### src/sv/idt_pkg.sv
// shared types and constants of the indent/dedent tracker
`default_nettype none

package idt_pkg;

  // field widths of the line and token channels
  localparam int MODE_W  = 2;
  localparam int IN_W    = 8;
  localparam int KIND_W  = 3;
  localparam int DEPTH_W = 6;

  // level stack geometry
  localparam int STACK_ENTRIES = 64;
  localparam int STACK_AW      = 6;
  localparam int HARD_DEPTH    = 62;

  // parameter defaults
  localparam int MAX_DEPTH_DEF  = 63;
  localparam int WIDTH_BITS_DEF = 8;

  // line kinds
  localparam logic [MODE_W-1:0] MODE_CONTENT = 2'd0;
  localparam logic [MODE_W-1:0] MODE_BLANK   = 2'd1;
  localparam logic [MODE_W-1:0] MODE_END     = 2'd2;

  // token kinds
  typedef enum logic [KIND_W-1:0] {
    KIND_SAME     = 3'd0,
    KIND_INDENT   = 3'd1,
    KIND_DEDENT   = 3'd2,
    KIND_OVERFLOW = 3'd3,
    KIND_BLANK    = 3'd4,
    KIND_END      = 3'd5
  } kind_e;

  // controller to datapath
  typedef struct packed {
    logic  capture;
    logic  push;
    logic  pop_rd;
    logic  pop;
    logic  end_pop;
    logic  end_clear;
    logic  emit;
    kind_e emit_kind;
    logic  emit_last;
  } idt_cmd_t;

  // datapath to controller
  typedef struct packed {
    logic [MODE_W-1:0] mode;
    logic              w_gt_top;
    logic              w_lt_top;
    logic              full;
    logic              open_zero;
    logic              next_gt_w;
    logic              out_free;
  } idt_sts_t;

endpackage

`default_nettype wire

### src/sv/idt_in_if.sv
// line channel: one beat per source line
`default_nettype none

interface idt_in_if import idt_pkg::*; ();
  logic              valid;
  logic              ready;
  logic [MODE_W-1:0] mode;
  logic [IN_W-1:0]   indent_width;

  modport source (output valid, output mode, output indent_width, input ready);
  modport sink   (input valid, input mode, input indent_width, output ready);
endinterface

`default_nettype wire

### src/sv/idt_out_if.sv
// token channel: one beat per result
`default_nettype none

interface idt_out_if import idt_pkg::*; ();
  logic               valid;
  logic               ready;
  logic [KIND_W-1:0]  token_kind;
  logic [DEPTH_W-1:0] level_depth;
  logic               last;

  modport source (output valid, output token_kind, output level_depth, output last,
                  input ready);
  modport sink   (input valid, input token_kind, input level_depth, input last,
                  output ready);
endinterface

`default_nettype wire

### src/sv/idt_ctrl.sv
// sequencer of the indent/dedent tracker
`default_nettype none

module idt_ctrl import idt_pkg::*; (
  input  wire logic     clk_i,
  input  wire logic     rst_ni,
  input  wire logic     in_valid_i,
  output logic          in_ready_o,
  input  wire idt_sts_t sts_i,
  output idt_cmd_t      cmd_o
);

  typedef enum logic [2:0] {
    S_IDLE,
    S_EVAL,
    S_POP_RD,
    S_POP_CHK,
    S_END_POP
  } state_e;

  state_e state_q, state_d;

  assign in_ready_o = (state_q == S_IDLE);

  // next state and commands
  always_comb begin
    state_d = state_q;
    cmd_o   = '0;
    cmd_o.emit_kind = KIND_SAME;
    unique case (state_q)
      S_IDLE: begin
        if (in_valid_i) begin
          cmd_o.capture = 1'b1;
          state_d       = S_EVAL;
        end
      end
      S_EVAL: begin
        case (sts_i.mode)
          MODE_END: begin
            state_d = S_END_POP;
          end
          MODE_CONTENT: begin
            if (sts_i.w_lt_top) begin
              state_d = S_POP_RD;
            end else if (sts_i.out_free) begin
              cmd_o.emit      = 1'b1;
              cmd_o.emit_last = 1'b1;
              state_d         = S_IDLE;
              if (!sts_i.w_gt_top) begin
                cmd_o.emit_kind = KIND_SAME;
              end else if (sts_i.full) begin
                cmd_o.emit_kind = KIND_OVERFLOW;
              end else begin
                cmd_o.emit_kind = KIND_INDENT;
                cmd_o.push      = 1'b1;
              end
            end
          end
          default: begin
            if (sts_i.out_free) begin
              cmd_o.emit      = 1'b1;
              cmd_o.emit_kind = KIND_BLANK;
              cmd_o.emit_last = 1'b1;
              state_d         = S_IDLE;
            end
          end
        endcase
      end
      S_POP_RD: begin
        // fetch the level below the top
        cmd_o.pop_rd = 1'b1;
        state_d      = S_POP_CHK;
      end
      S_POP_CHK: begin
        if (sts_i.out_free) begin
          cmd_o.pop       = 1'b1;
          cmd_o.emit      = 1'b1;
          cmd_o.emit_kind = KIND_DEDENT;
          cmd_o.emit_last = !sts_i.next_gt_w;
          state_d         = sts_i.next_gt_w ? S_POP_RD : S_IDLE;
        end
      end
      S_END_POP: begin
        if (sts_i.out_free) begin
          cmd_o.emit = 1'b1;
          if (sts_i.open_zero) begin
            cmd_o.emit_kind = KIND_END;
            cmd_o.emit_last = 1'b1;
            cmd_o.end_clear = 1'b1;
            state_d         = S_IDLE;
          end else begin
            cmd_o.emit_kind = KIND_DEDENT;
            cmd_o.end_pop   = 1'b1;
          end
        end
      end
      default: begin
        state_d = S_IDLE;
      end
    endcase
  end

  // state register
  always_ff @(posedge clk_i or negedge rst_ni) begin
    if (!rst_ni) begin
      state_q <= S_IDLE;
    end else begin
      state_q <= state_d;
    end
  end

endmodule

`default_nettype wire

### src/sv/idt_dp.sv
// level stack, compare logic and token register of the tracker
`default_nettype none

module idt_dp import idt_pkg::*; #(
  parameter int MAX_DEPTH  = MAX_DEPTH_DEF,
  parameter int WIDTH_BITS = WIDTH_BITS_DEF
) (
  input  wire logic               clk_i,
  input  wire logic               rst_ni,
  input  wire logic [MODE_W-1:0]  mode_i,
  input  wire logic [IN_W-1:0]    indent_width_i,
  input  wire idt_cmd_t           cmd_i,
  output idt_sts_t                sts_o,
  input  wire logic               out_ready_i,
  output logic                    out_valid_o,
  output logic [KIND_W-1:0]       token_kind_o,
  output logic [DEPTH_W-1:0]      level_depth_o,
  output logic                    last_o
);

  localparam int CW = (WIDTH_BITS > IN_W) ? WIDTH_BITS : IN_W;
  localparam logic [CW-1:0] WMAX = CW'((32'd1 << WIDTH_BITS) - 32'd1);

  logic [WIDTH_BITS-1:0] stack_mem [STACK_ENTRIES];

  logic [MODE_W-1:0]     mode_q;
  logic [WIDTH_BITS-1:0] w_q;
  logic [WIDTH_BITS-1:0] top_q, top_d;
  logic [DEPTH_W-1:0]    open_q, open_d;
  logic [WIDTH_BITS-1:0] rd_data_q;
  logic                  rd_zero_q;
  logic                  out_valid_q;
  kind_e                 kind_q;
  logic [DEPTH_W-1:0]    depth_q;
  logic                  last_q;

  logic [CW-1:0]         w_ext;
  logic [CW-1:0]         w_sat;
  logic [8:0]            open_plus;
  logic [WIDTH_BITS-1:0] next_val;
  logic [STACK_AW-1:0]   wr_addr;
  logic [STACK_AW-1:0]   rd_addr;

  // saturate the incoming width to the level range
  assign w_ext = CW'(indent_width_i);
  assign w_sat = (w_ext > WMAX) ? WMAX : w_ext;

  // level under the top, entry zero reads as zero
  assign next_val  = rd_zero_q ? '0 : rd_data_q;
  assign open_plus = 9'(open_q) + 9'd1;
  assign wr_addr   = STACK_AW'(open_q + 1'b1);
  assign rd_addr   = STACK_AW'(open_q - 1'b1);

  // status toward the sequencer
  always_comb begin
    sts_o.mode      = mode_q;
    sts_o.w_gt_top  = (w_q > top_q);
    sts_o.w_lt_top  = (w_q < top_q);
    sts_o.full      = (open_plus >= 9'(MAX_DEPTH)) || (open_q >= DEPTH_W'(HARD_DEPTH));
    sts_o.open_zero = (open_q == '0);
    sts_o.next_gt_w = (next_val > w_q);
    sts_o.out_free  = !out_valid_q || out_ready_i;
  end

  // depth and top-of-stack update
  always_comb begin
    open_d = open_q;
    top_d  = top_q;
    if (cmd_i.push) begin
      open_d = open_q + 1'b1;
      top_d  = w_q;
    end else if (cmd_i.pop) begin
      open_d = open_q - 1'b1;
      top_d  = next_val;
    end else if (cmd_i.end_pop) begin
      open_d = open_q - 1'b1;
    end else if (cmd_i.end_clear) begin
      top_d  = '0;
    end
  end

  // control state
  always_ff @(posedge clk_i or negedge rst_ni) begin
    if (!rst_ni) begin
      open_q      <= '0;
      top_q       <= '0;
      out_valid_q <= 1'b0;
    end else begin
      open_q <= open_d;
      top_q  <= top_d;
      if (cmd_i.emit) begin
        out_valid_q <= 1'b1;
      end else if (out_ready_i) begin
        out_valid_q <= 1'b0;
      end
    end
  end

  // line capture and token payload
  always_ff @(posedge clk_i) begin
    if (cmd_i.capture) begin
      mode_q <= mode_i;
      w_q    <= w_sat[WIDTH_BITS-1:0];
    end
    if (cmd_i.emit) begin
      kind_q  <= cmd_i.emit_kind;
      depth_q <= open_d;
      last_q  <= cmd_i.emit_last;
    end
  end

  // level stack memory, one write and one registered read
  always_ff @(posedge clk_i) begin
    if (cmd_i.push) begin
      stack_mem[wr_addr] <= w_q;
    end
    if (cmd_i.pop_rd) begin
      rd_data_q <= stack_mem[rd_addr];
      rd_zero_q <= (open_q == DEPTH_W'(1));
    end
  end

  assign out_valid_o   = out_valid_q;
  assign token_kind_o  = kind_q;
  assign level_depth_o = depth_q;
  assign last_o        = last_q;

endmodule

`default_nettype wire

### src/sv/indent_dedent_tracker_unit.sv
// Indentation tracker: one line beat in, one or more token beats out.
// A line beat is taken only in idle and is evaluated once captured; a single token is then
// registered from the evaluate state. End of input emits one dedent per open level and then
// the end marker; a dedent run does one stack read per popped level before each dedent.
// Tokens wait for a free output register; a new line is taken once the last token is loaded.
// Reset clears depth, top level and sequencer; the stack memory is not cleared.
`default_nettype none

module indent_dedent_tracker_unit import idt_pkg::*; #(
  parameter int MAX_DEPTH  = MAX_DEPTH_DEF,
  parameter int WIDTH_BITS = WIDTH_BITS_DEF
) (
  input  wire logic clk_i,
  input  wire logic rst_ni,
  idt_in_if.sink    line_i,
  idt_out_if.source tok_o
);

  idt_cmd_t cmd;
  idt_sts_t sts;

  // sequencer
  idt_ctrl u_ctrl (
    .clk_i      (clk_i),
    .rst_ni     (rst_ni),
    .in_valid_i (line_i.valid),
    .in_ready_o (line_i.ready),
    .sts_i      (sts),
    .cmd_o      (cmd)
  );

  // stack and token datapath
  idt_dp #(
    .MAX_DEPTH  (MAX_DEPTH),
    .WIDTH_BITS (WIDTH_BITS)
  ) u_dp (
    .clk_i          (clk_i),
    .rst_ni         (rst_ni),
    .mode_i         (line_i.mode),
    .indent_width_i (line_i.indent_width),
    .cmd_i          (cmd),
    .sts_o          (sts),
    .out_ready_i    (tok_o.ready),
    .out_valid_o    (tok_o.valid),
    .token_kind_o   (tok_o.token_kind),
    .level_depth_o  (tok_o.level_depth),
    .last_o         (tok_o.last)
  );

  // a token is only loaded when the output register is free
  a_emit_free: assert property (@(posedge clk_i) disable iff (!rst_ni)
    cmd.emit |-> sts.out_free)
    else $error("token loaded over a waiting beat");

  // a push never happens at the depth limit
  a_push_room: assert property (@(posedge clk_i) disable iff (!rst_ni)
    cmd.push |-> !sts.full)
    else $error("push at the depth limit");

  // only dedents may be followed by more tokens of the same line
  a_not_last: assert property (@(posedge clk_i) disable iff (!rst_ni)
    (tok_o.valid && !tok_o.last) |-> (tok_o.token_kind == KIND_DEDENT))
    else $error("non-final token that is not a dedent");

  // the end marker leaves no open level
  a_end_depth: assert property (@(posedge clk_i) disable iff (!rst_ni)
    (tok_o.valid && tok_o.token_kind == KIND_END) |-> (tok_o.level_depth == '0))
    else $error("end marker with open levels");

endmodule

`default_nettype wire
### src/flat_wrapper.sv
// flat-port wrapper written by rule: the top's interface ports become plain ports
module indent_dedent_tracker_unit_flat import idt_pkg::*;
#(
  parameter int MAX_DEPTH  = MAX_DEPTH_DEF,
  parameter int WIDTH_BITS = WIDTH_BITS_DEF
)
  (clk_i, rst_ni, line_i_valid, line_i_mode, line_i_indent_width, line_i_ready, tok_o_valid, tok_o_token_kind, tok_o_level_depth, tok_o_last, tok_o_ready);
  idt_in_if line_i_i ();
  idt_out_if tok_o_i ();
  input  wire logic clk_i;
  input  wire logic rst_ni;
  input wire logic [$bits(line_i_i.valid)-1:0] line_i_valid;
  input wire logic [$bits(line_i_i.mode)-1:0] line_i_mode;
  input wire logic [$bits(line_i_i.indent_width)-1:0] line_i_indent_width;
  output wire logic [$bits(line_i_i.ready)-1:0] line_i_ready;
  output wire logic [$bits(tok_o_i.valid)-1:0] tok_o_valid;
  output wire logic [$bits(tok_o_i.token_kind)-1:0] tok_o_token_kind;
  output wire logic [$bits(tok_o_i.level_depth)-1:0] tok_o_level_depth;
  output wire logic [$bits(tok_o_i.last)-1:0] tok_o_last;
  input wire logic [$bits(tok_o_i.ready)-1:0] tok_o_ready;
  assign line_i_i.valid = line_i_valid;
  assign line_i_i.mode = line_i_mode;
  assign line_i_i.indent_width = line_i_indent_width;
  assign line_i_ready = line_i_i.ready;
  assign tok_o_valid = tok_o_i.valid;
  assign tok_o_token_kind = tok_o_i.token_kind;
  assign tok_o_level_depth = tok_o_i.level_depth;
  assign tok_o_last = tok_o_i.last;
  assign tok_o_i.ready = tok_o_ready;
  indent_dedent_tracker_unit #(.MAX_DEPTH(MAX_DEPTH), .WIDTH_BITS(WIDTH_BITS)) u_core (.clk_i(clk_i), .rst_ni(rst_ni), .line_i(line_i_i), .tok_o(tok_o_i));
endmodule
### config.mk
export PLATFORM = sky130hd
export DESIGN_NAME = indent_dedent_tracker_unit_flat
export DESIGN_NICKNAME = d
export VERILOG_FILES = /design/src/sv/idt_pkg.sv /design/src/sv/idt_in_if.sv /design/src/sv/idt_out_if.sv /design/src/sv/idt_ctrl.sv /design/src/sv/idt_dp.sv /design/src/sv/indent_dedent_tracker_unit.sv /design/src/flat_wrapper.sv
export SDC_FILE = /design/constraint.sdc
export NUM_CORES = 1
export LEC_CHECK = 0
export BUFFER_PORTS_ARGS = -buffer_cell sky130_fd_sc_hd__buf_2
export CAP_MARGIN = 30
export CORE_MARGIN = 2
export CORE_UTILIZATION = 55
export CTS_CLUSTER_SIZE = 30
export DETAILED_ROUTE_END_ITERATION = 10
export HOLD_SLACK_MARGIN = 0.12
export PLACE_DENSITY = 0.71
export SKIP_LAST_GASP = 1
export SYNTH_ARGS = -nofsm -noshare
export SYNTH_HDL_FRONTEND = slang
export SYNTH_SLANG_ARGS = --single-unit
### constraint.sdc
create_clock -name clk_i -period 5.8 [get_ports clk_i]
set_input_delay 0.29 -clock clk_i [delete_from_list [all_inputs] [get_ports clk_i]]
set_output_delay 0.29 -clock clk_i [all_outputs]
set_load 0.01 [all_outputs]
==> out/metrics.yaml <==
status:
  outcome: "completed"
detailed_routing:
  drt_iter0_drc: 1218
  first_pass_iters: 5
  drt-total-wl_mm: 47.8
  ant_nets: 0
  wl_per_cell_um: 26.2
  viasPerCell: 6.22
  num_vias: 11300
  drc: 0
timing:
  hold_viol_final: 0
  fin_skew_ns: 0.0202
  final.min_clock_period_ns: 4.33
  rsz0062_at_grt: "no"
  tightestPinTransition_ns: 0.984
  fmax_ghz: 0.231
  timing.setup.tns_ns: 0
  finalMaxSlewViolations: 0
  slew_headroom_pct: 34.2
  final.period_utilization_pct: 74.7
  setup_viol: 0
setup_path:
  critPathArrivalTime_ns: 4.56
  crit_path_end_kind: "register"
  cp.required_ns: 6.03
  startpoint_type: "register"
  crit_fanout: 53
  worstSetupPathType: "register to register"
floorplanning:
  start_util_pct: 55.9
  die_area_sq_um: 43300
  row_count: 74
  ios: 26
  core_area_sq_um: 40900
  die_y_um: 208
  die_w_um: 208
synth:
  synth-async-reset-ratio_pct: 3.22
  synth_edf_count: 541
  yosys_warnings: 0
  syn_inst: 1187
  syn_area_sq_um: 22900
  synth_seq_cells: 559
  synthFlopType: "edfxtp_1"
  ys_types: 61
  yosysSeqAreaShare_pct: 72.9
  postSynthAreaPerCell_sq_um: 19.3
worst_hold_path:
  holdCritPathClass: "primary input to register"
power_and_ir_drop:
  ir_worst_vdd_mv: 0.437
  p_seq_share_pct: 38.6
  p_per_area_nw_per_um2: 517
  p_clk_share_pct: 24.5
  combinationalPowerShare_pct: 36.9
  p_switching_mw: 4.49
  p_int_mw: 8.62
  p_leak_nw: 8.06
  switching_share_pct: 34.2
layout:
  drive_above_1_share_pct: 21.5
  layout_common_cells: "edfxtp_1 (541), mux4_2 (128), nor2_1 (66), a211oi_1 (57), clkbuf_16 (55)"
  area.sequential_sq_um: 16700
  fill_cells: 2837
  finish.net_count: 1288
  final_area_sq_um: 25400
  area_growth_pct: 10.8
  multi_input_area_sq_um: 5790
  layout_commonest_cell: "edfxtp_1"
placed_design:
  place_congestion: 0.825
  hpwl_mm: 28.0
  io_buffers: 25
  place_area_sq_um: 23600
clock_network:
  clock-sinks: 559
  cts_tree: "done"
  path_clk_slew_ns: 0.06
  htreeDepth: 2
  post_cts_buffers: 0
  cts_resized: 0
  numCtsBuffers: 54
  insertion_delay_ns: 0.60
  clockBufferDepth: 3
  root_buffer: "clkbuf_16"
global_routing:
  grt_util_all_layers_pct: 22.4
  antenna_found_initial: 0
  grt_first_pass_wirelength_mm: 71.7
  grt_max_degree: 105
  grt_overflow: 0
  grt_pass1_vias: 11400
job:
  maxCapViolCount: 0
## kinds of logic after synthesis
group / synth area share, %
flops: 72.9
simple gates: 4.53
mux: 14.3
compound gates: 4.35
buf+inv: 2.15
fa+ha+maj: 1.09
xor+xnor: 0.601
other cells: 0.0164
## worst max-delay path, cell delays in order, from the launching register on
cell      delay (ns)
dfrtp_4         0.86
inv_1           0.24
ha_4            0.56
nor2b_1         0.28
o21ai_1         0.23
nand2_1         0.09
a211oi_1        0.74
nand3_2         0.33
nor2_1          0.64
## state kept, by name, indices dropped and copies added, names as in the netlist
signal and count:
u_core.u_dp.rd_data_q 8, u_core.u_dp.stack_mem 512, u_core.u_dp.open_q 6, u_core.u_dp.out_valid_o 1, u_core.u_dp.last_o 1, u_core.u_dp.token_kind_o 3
u_core.u_dp.rd_zero_q 1, u_core.u_ctrl.state_q 3, u_core.u_dp.top_q 8, u_core.u_dp.w_q 8, u_core.u_dp.level_depth_o 6, u_core.u_dp.mode_q 2
## synth_stat cells, types with 4 or more instances
| library cell | instances | area (sq um) |
|---|---|---|
| nand4_1 | 7 | 43.8 |
| ha_1 | 20 | 250 |
| edfxtp_1 | 541 | 16200 |
| a211oi_1 | 57 | 428 |
| buf_6 | 6 | 67.6 |
| nand2b_1 | 4 | 25.0 |
| nor3_1 | 15 | 75.1 |
| nor2_1 | 66 | 248 |
| and2_1 | 5 | 31.3 |
| xnor2_1 | 5 | 43.8 |
| inv_1 | 20 | 75.1 |
| a22oi_1 | 8 | 60.1 |
| nor2b_1 | 44 | 275 |
| o21ai_0 | 5 | 25.0 |
| clkbuf_1 | 16 | 60.1 |
| a21o_1 | 5 | 37.5 |
| nor4_1 | 5 | 31.3 |
| nand2_1 | 30 | 113 |
| dfrtp_1 | 18 | 450 |
| and3_1 | 6 | 37.5 |
| a21oi_1 | 40 | 200 |
| buf_2 | 24 | 120 |
| buf_4 | 14 | 105 |
| mux4_2 | 128 | 2880 |
| mux2i_1 | 40 | 400 |
## layout make-up
class	count	share of cell area, %
Sequential cell	559	65.9
Tap cell	532	2.62
Clock buffer	71	5.78
Multi-Input combinational cell	551	22.8
Inverter	20	0.296
Clock inverter	22	0.528
Timing Repair Buffer	68	2.07
Antenna cell	1	0.00987
## stage by stage
step	power (mW)	setup slack [ns]	hold WS, ns	std cells	util, %
2_1_floorplan	8.64	2.13	-0.00559	1194	-
3_3_place_gp	9.94	1.47	0.251	1716	57.7
3_5_place_dp	9.98	1.47	0.263	1718	57.8
4_1_cts	13.2	1.44	0.129	1823	62.0
5_1_grt	13.7	1.12	0.188	1823	62.0
6_report	13.1	1.47	0.147	1824	62.0
## power groups by stage
stage	logic [mW]	registers, mW	clock network (mW)
after global placement	4.79	5.14	0
after global routing	5.18	5.09	3.41
after floorplan	3.53	5.11	0
after detailed placement	4.84	5.14	0
final	4.84	5.06	3.21
after CTS	4.86	5.06	3.26
## path summary, 6_finish.rpt
kind	startpoint	to	slack (ns)	cells after the start
hold / removal	tok_o_ready	u_core.u_ctrl.state_q[0]	0.15	4
max in group asynchronous	rst_ni	u_core.u_dp.open_q[0]	5.27	2
setup / recovery	u_core.u_dp.open_q[0]	u_core.u_dp.stack_mem[46][6]	1.47	8
min in group asynchronous	rst_ni	u_core.u_dp.open_q[5]	0.18	2
hold reg to reg	u_core.u_dp.top_q[6]	u_core.u_dp.top_q[6]	0.58	2
setup reg to reg	u_core.u_dp.open_q[0]	u_core.u_dp.stack_mem[46][6]	1.47	8
## timing repair
item                       4_1_cts  5_1_grt
hold endpoints to repair        29        0
hold buffers                    12        0
setup endpoints to repair        0        0
## routing by layer
| layer | routed length (um) | GRT usage, % | vias up | part of all wire (%) |
|---|---|---|---|---|
| li1 | - | - | 4973 | - |
| met1 | 20000 | 32.4 | 5838 | 42 |
| met2 | 22900 | 35.2 | 453 | 48 |
| met3 | 3620 | 3.95 | 83 | 7.6 |
| met4 | 1220 | 7.48 | 0 | 2.6 |
| met5 | 0 | 0 | - | 0 |
No activity file was read; power rests on OpenSTA's default activity.
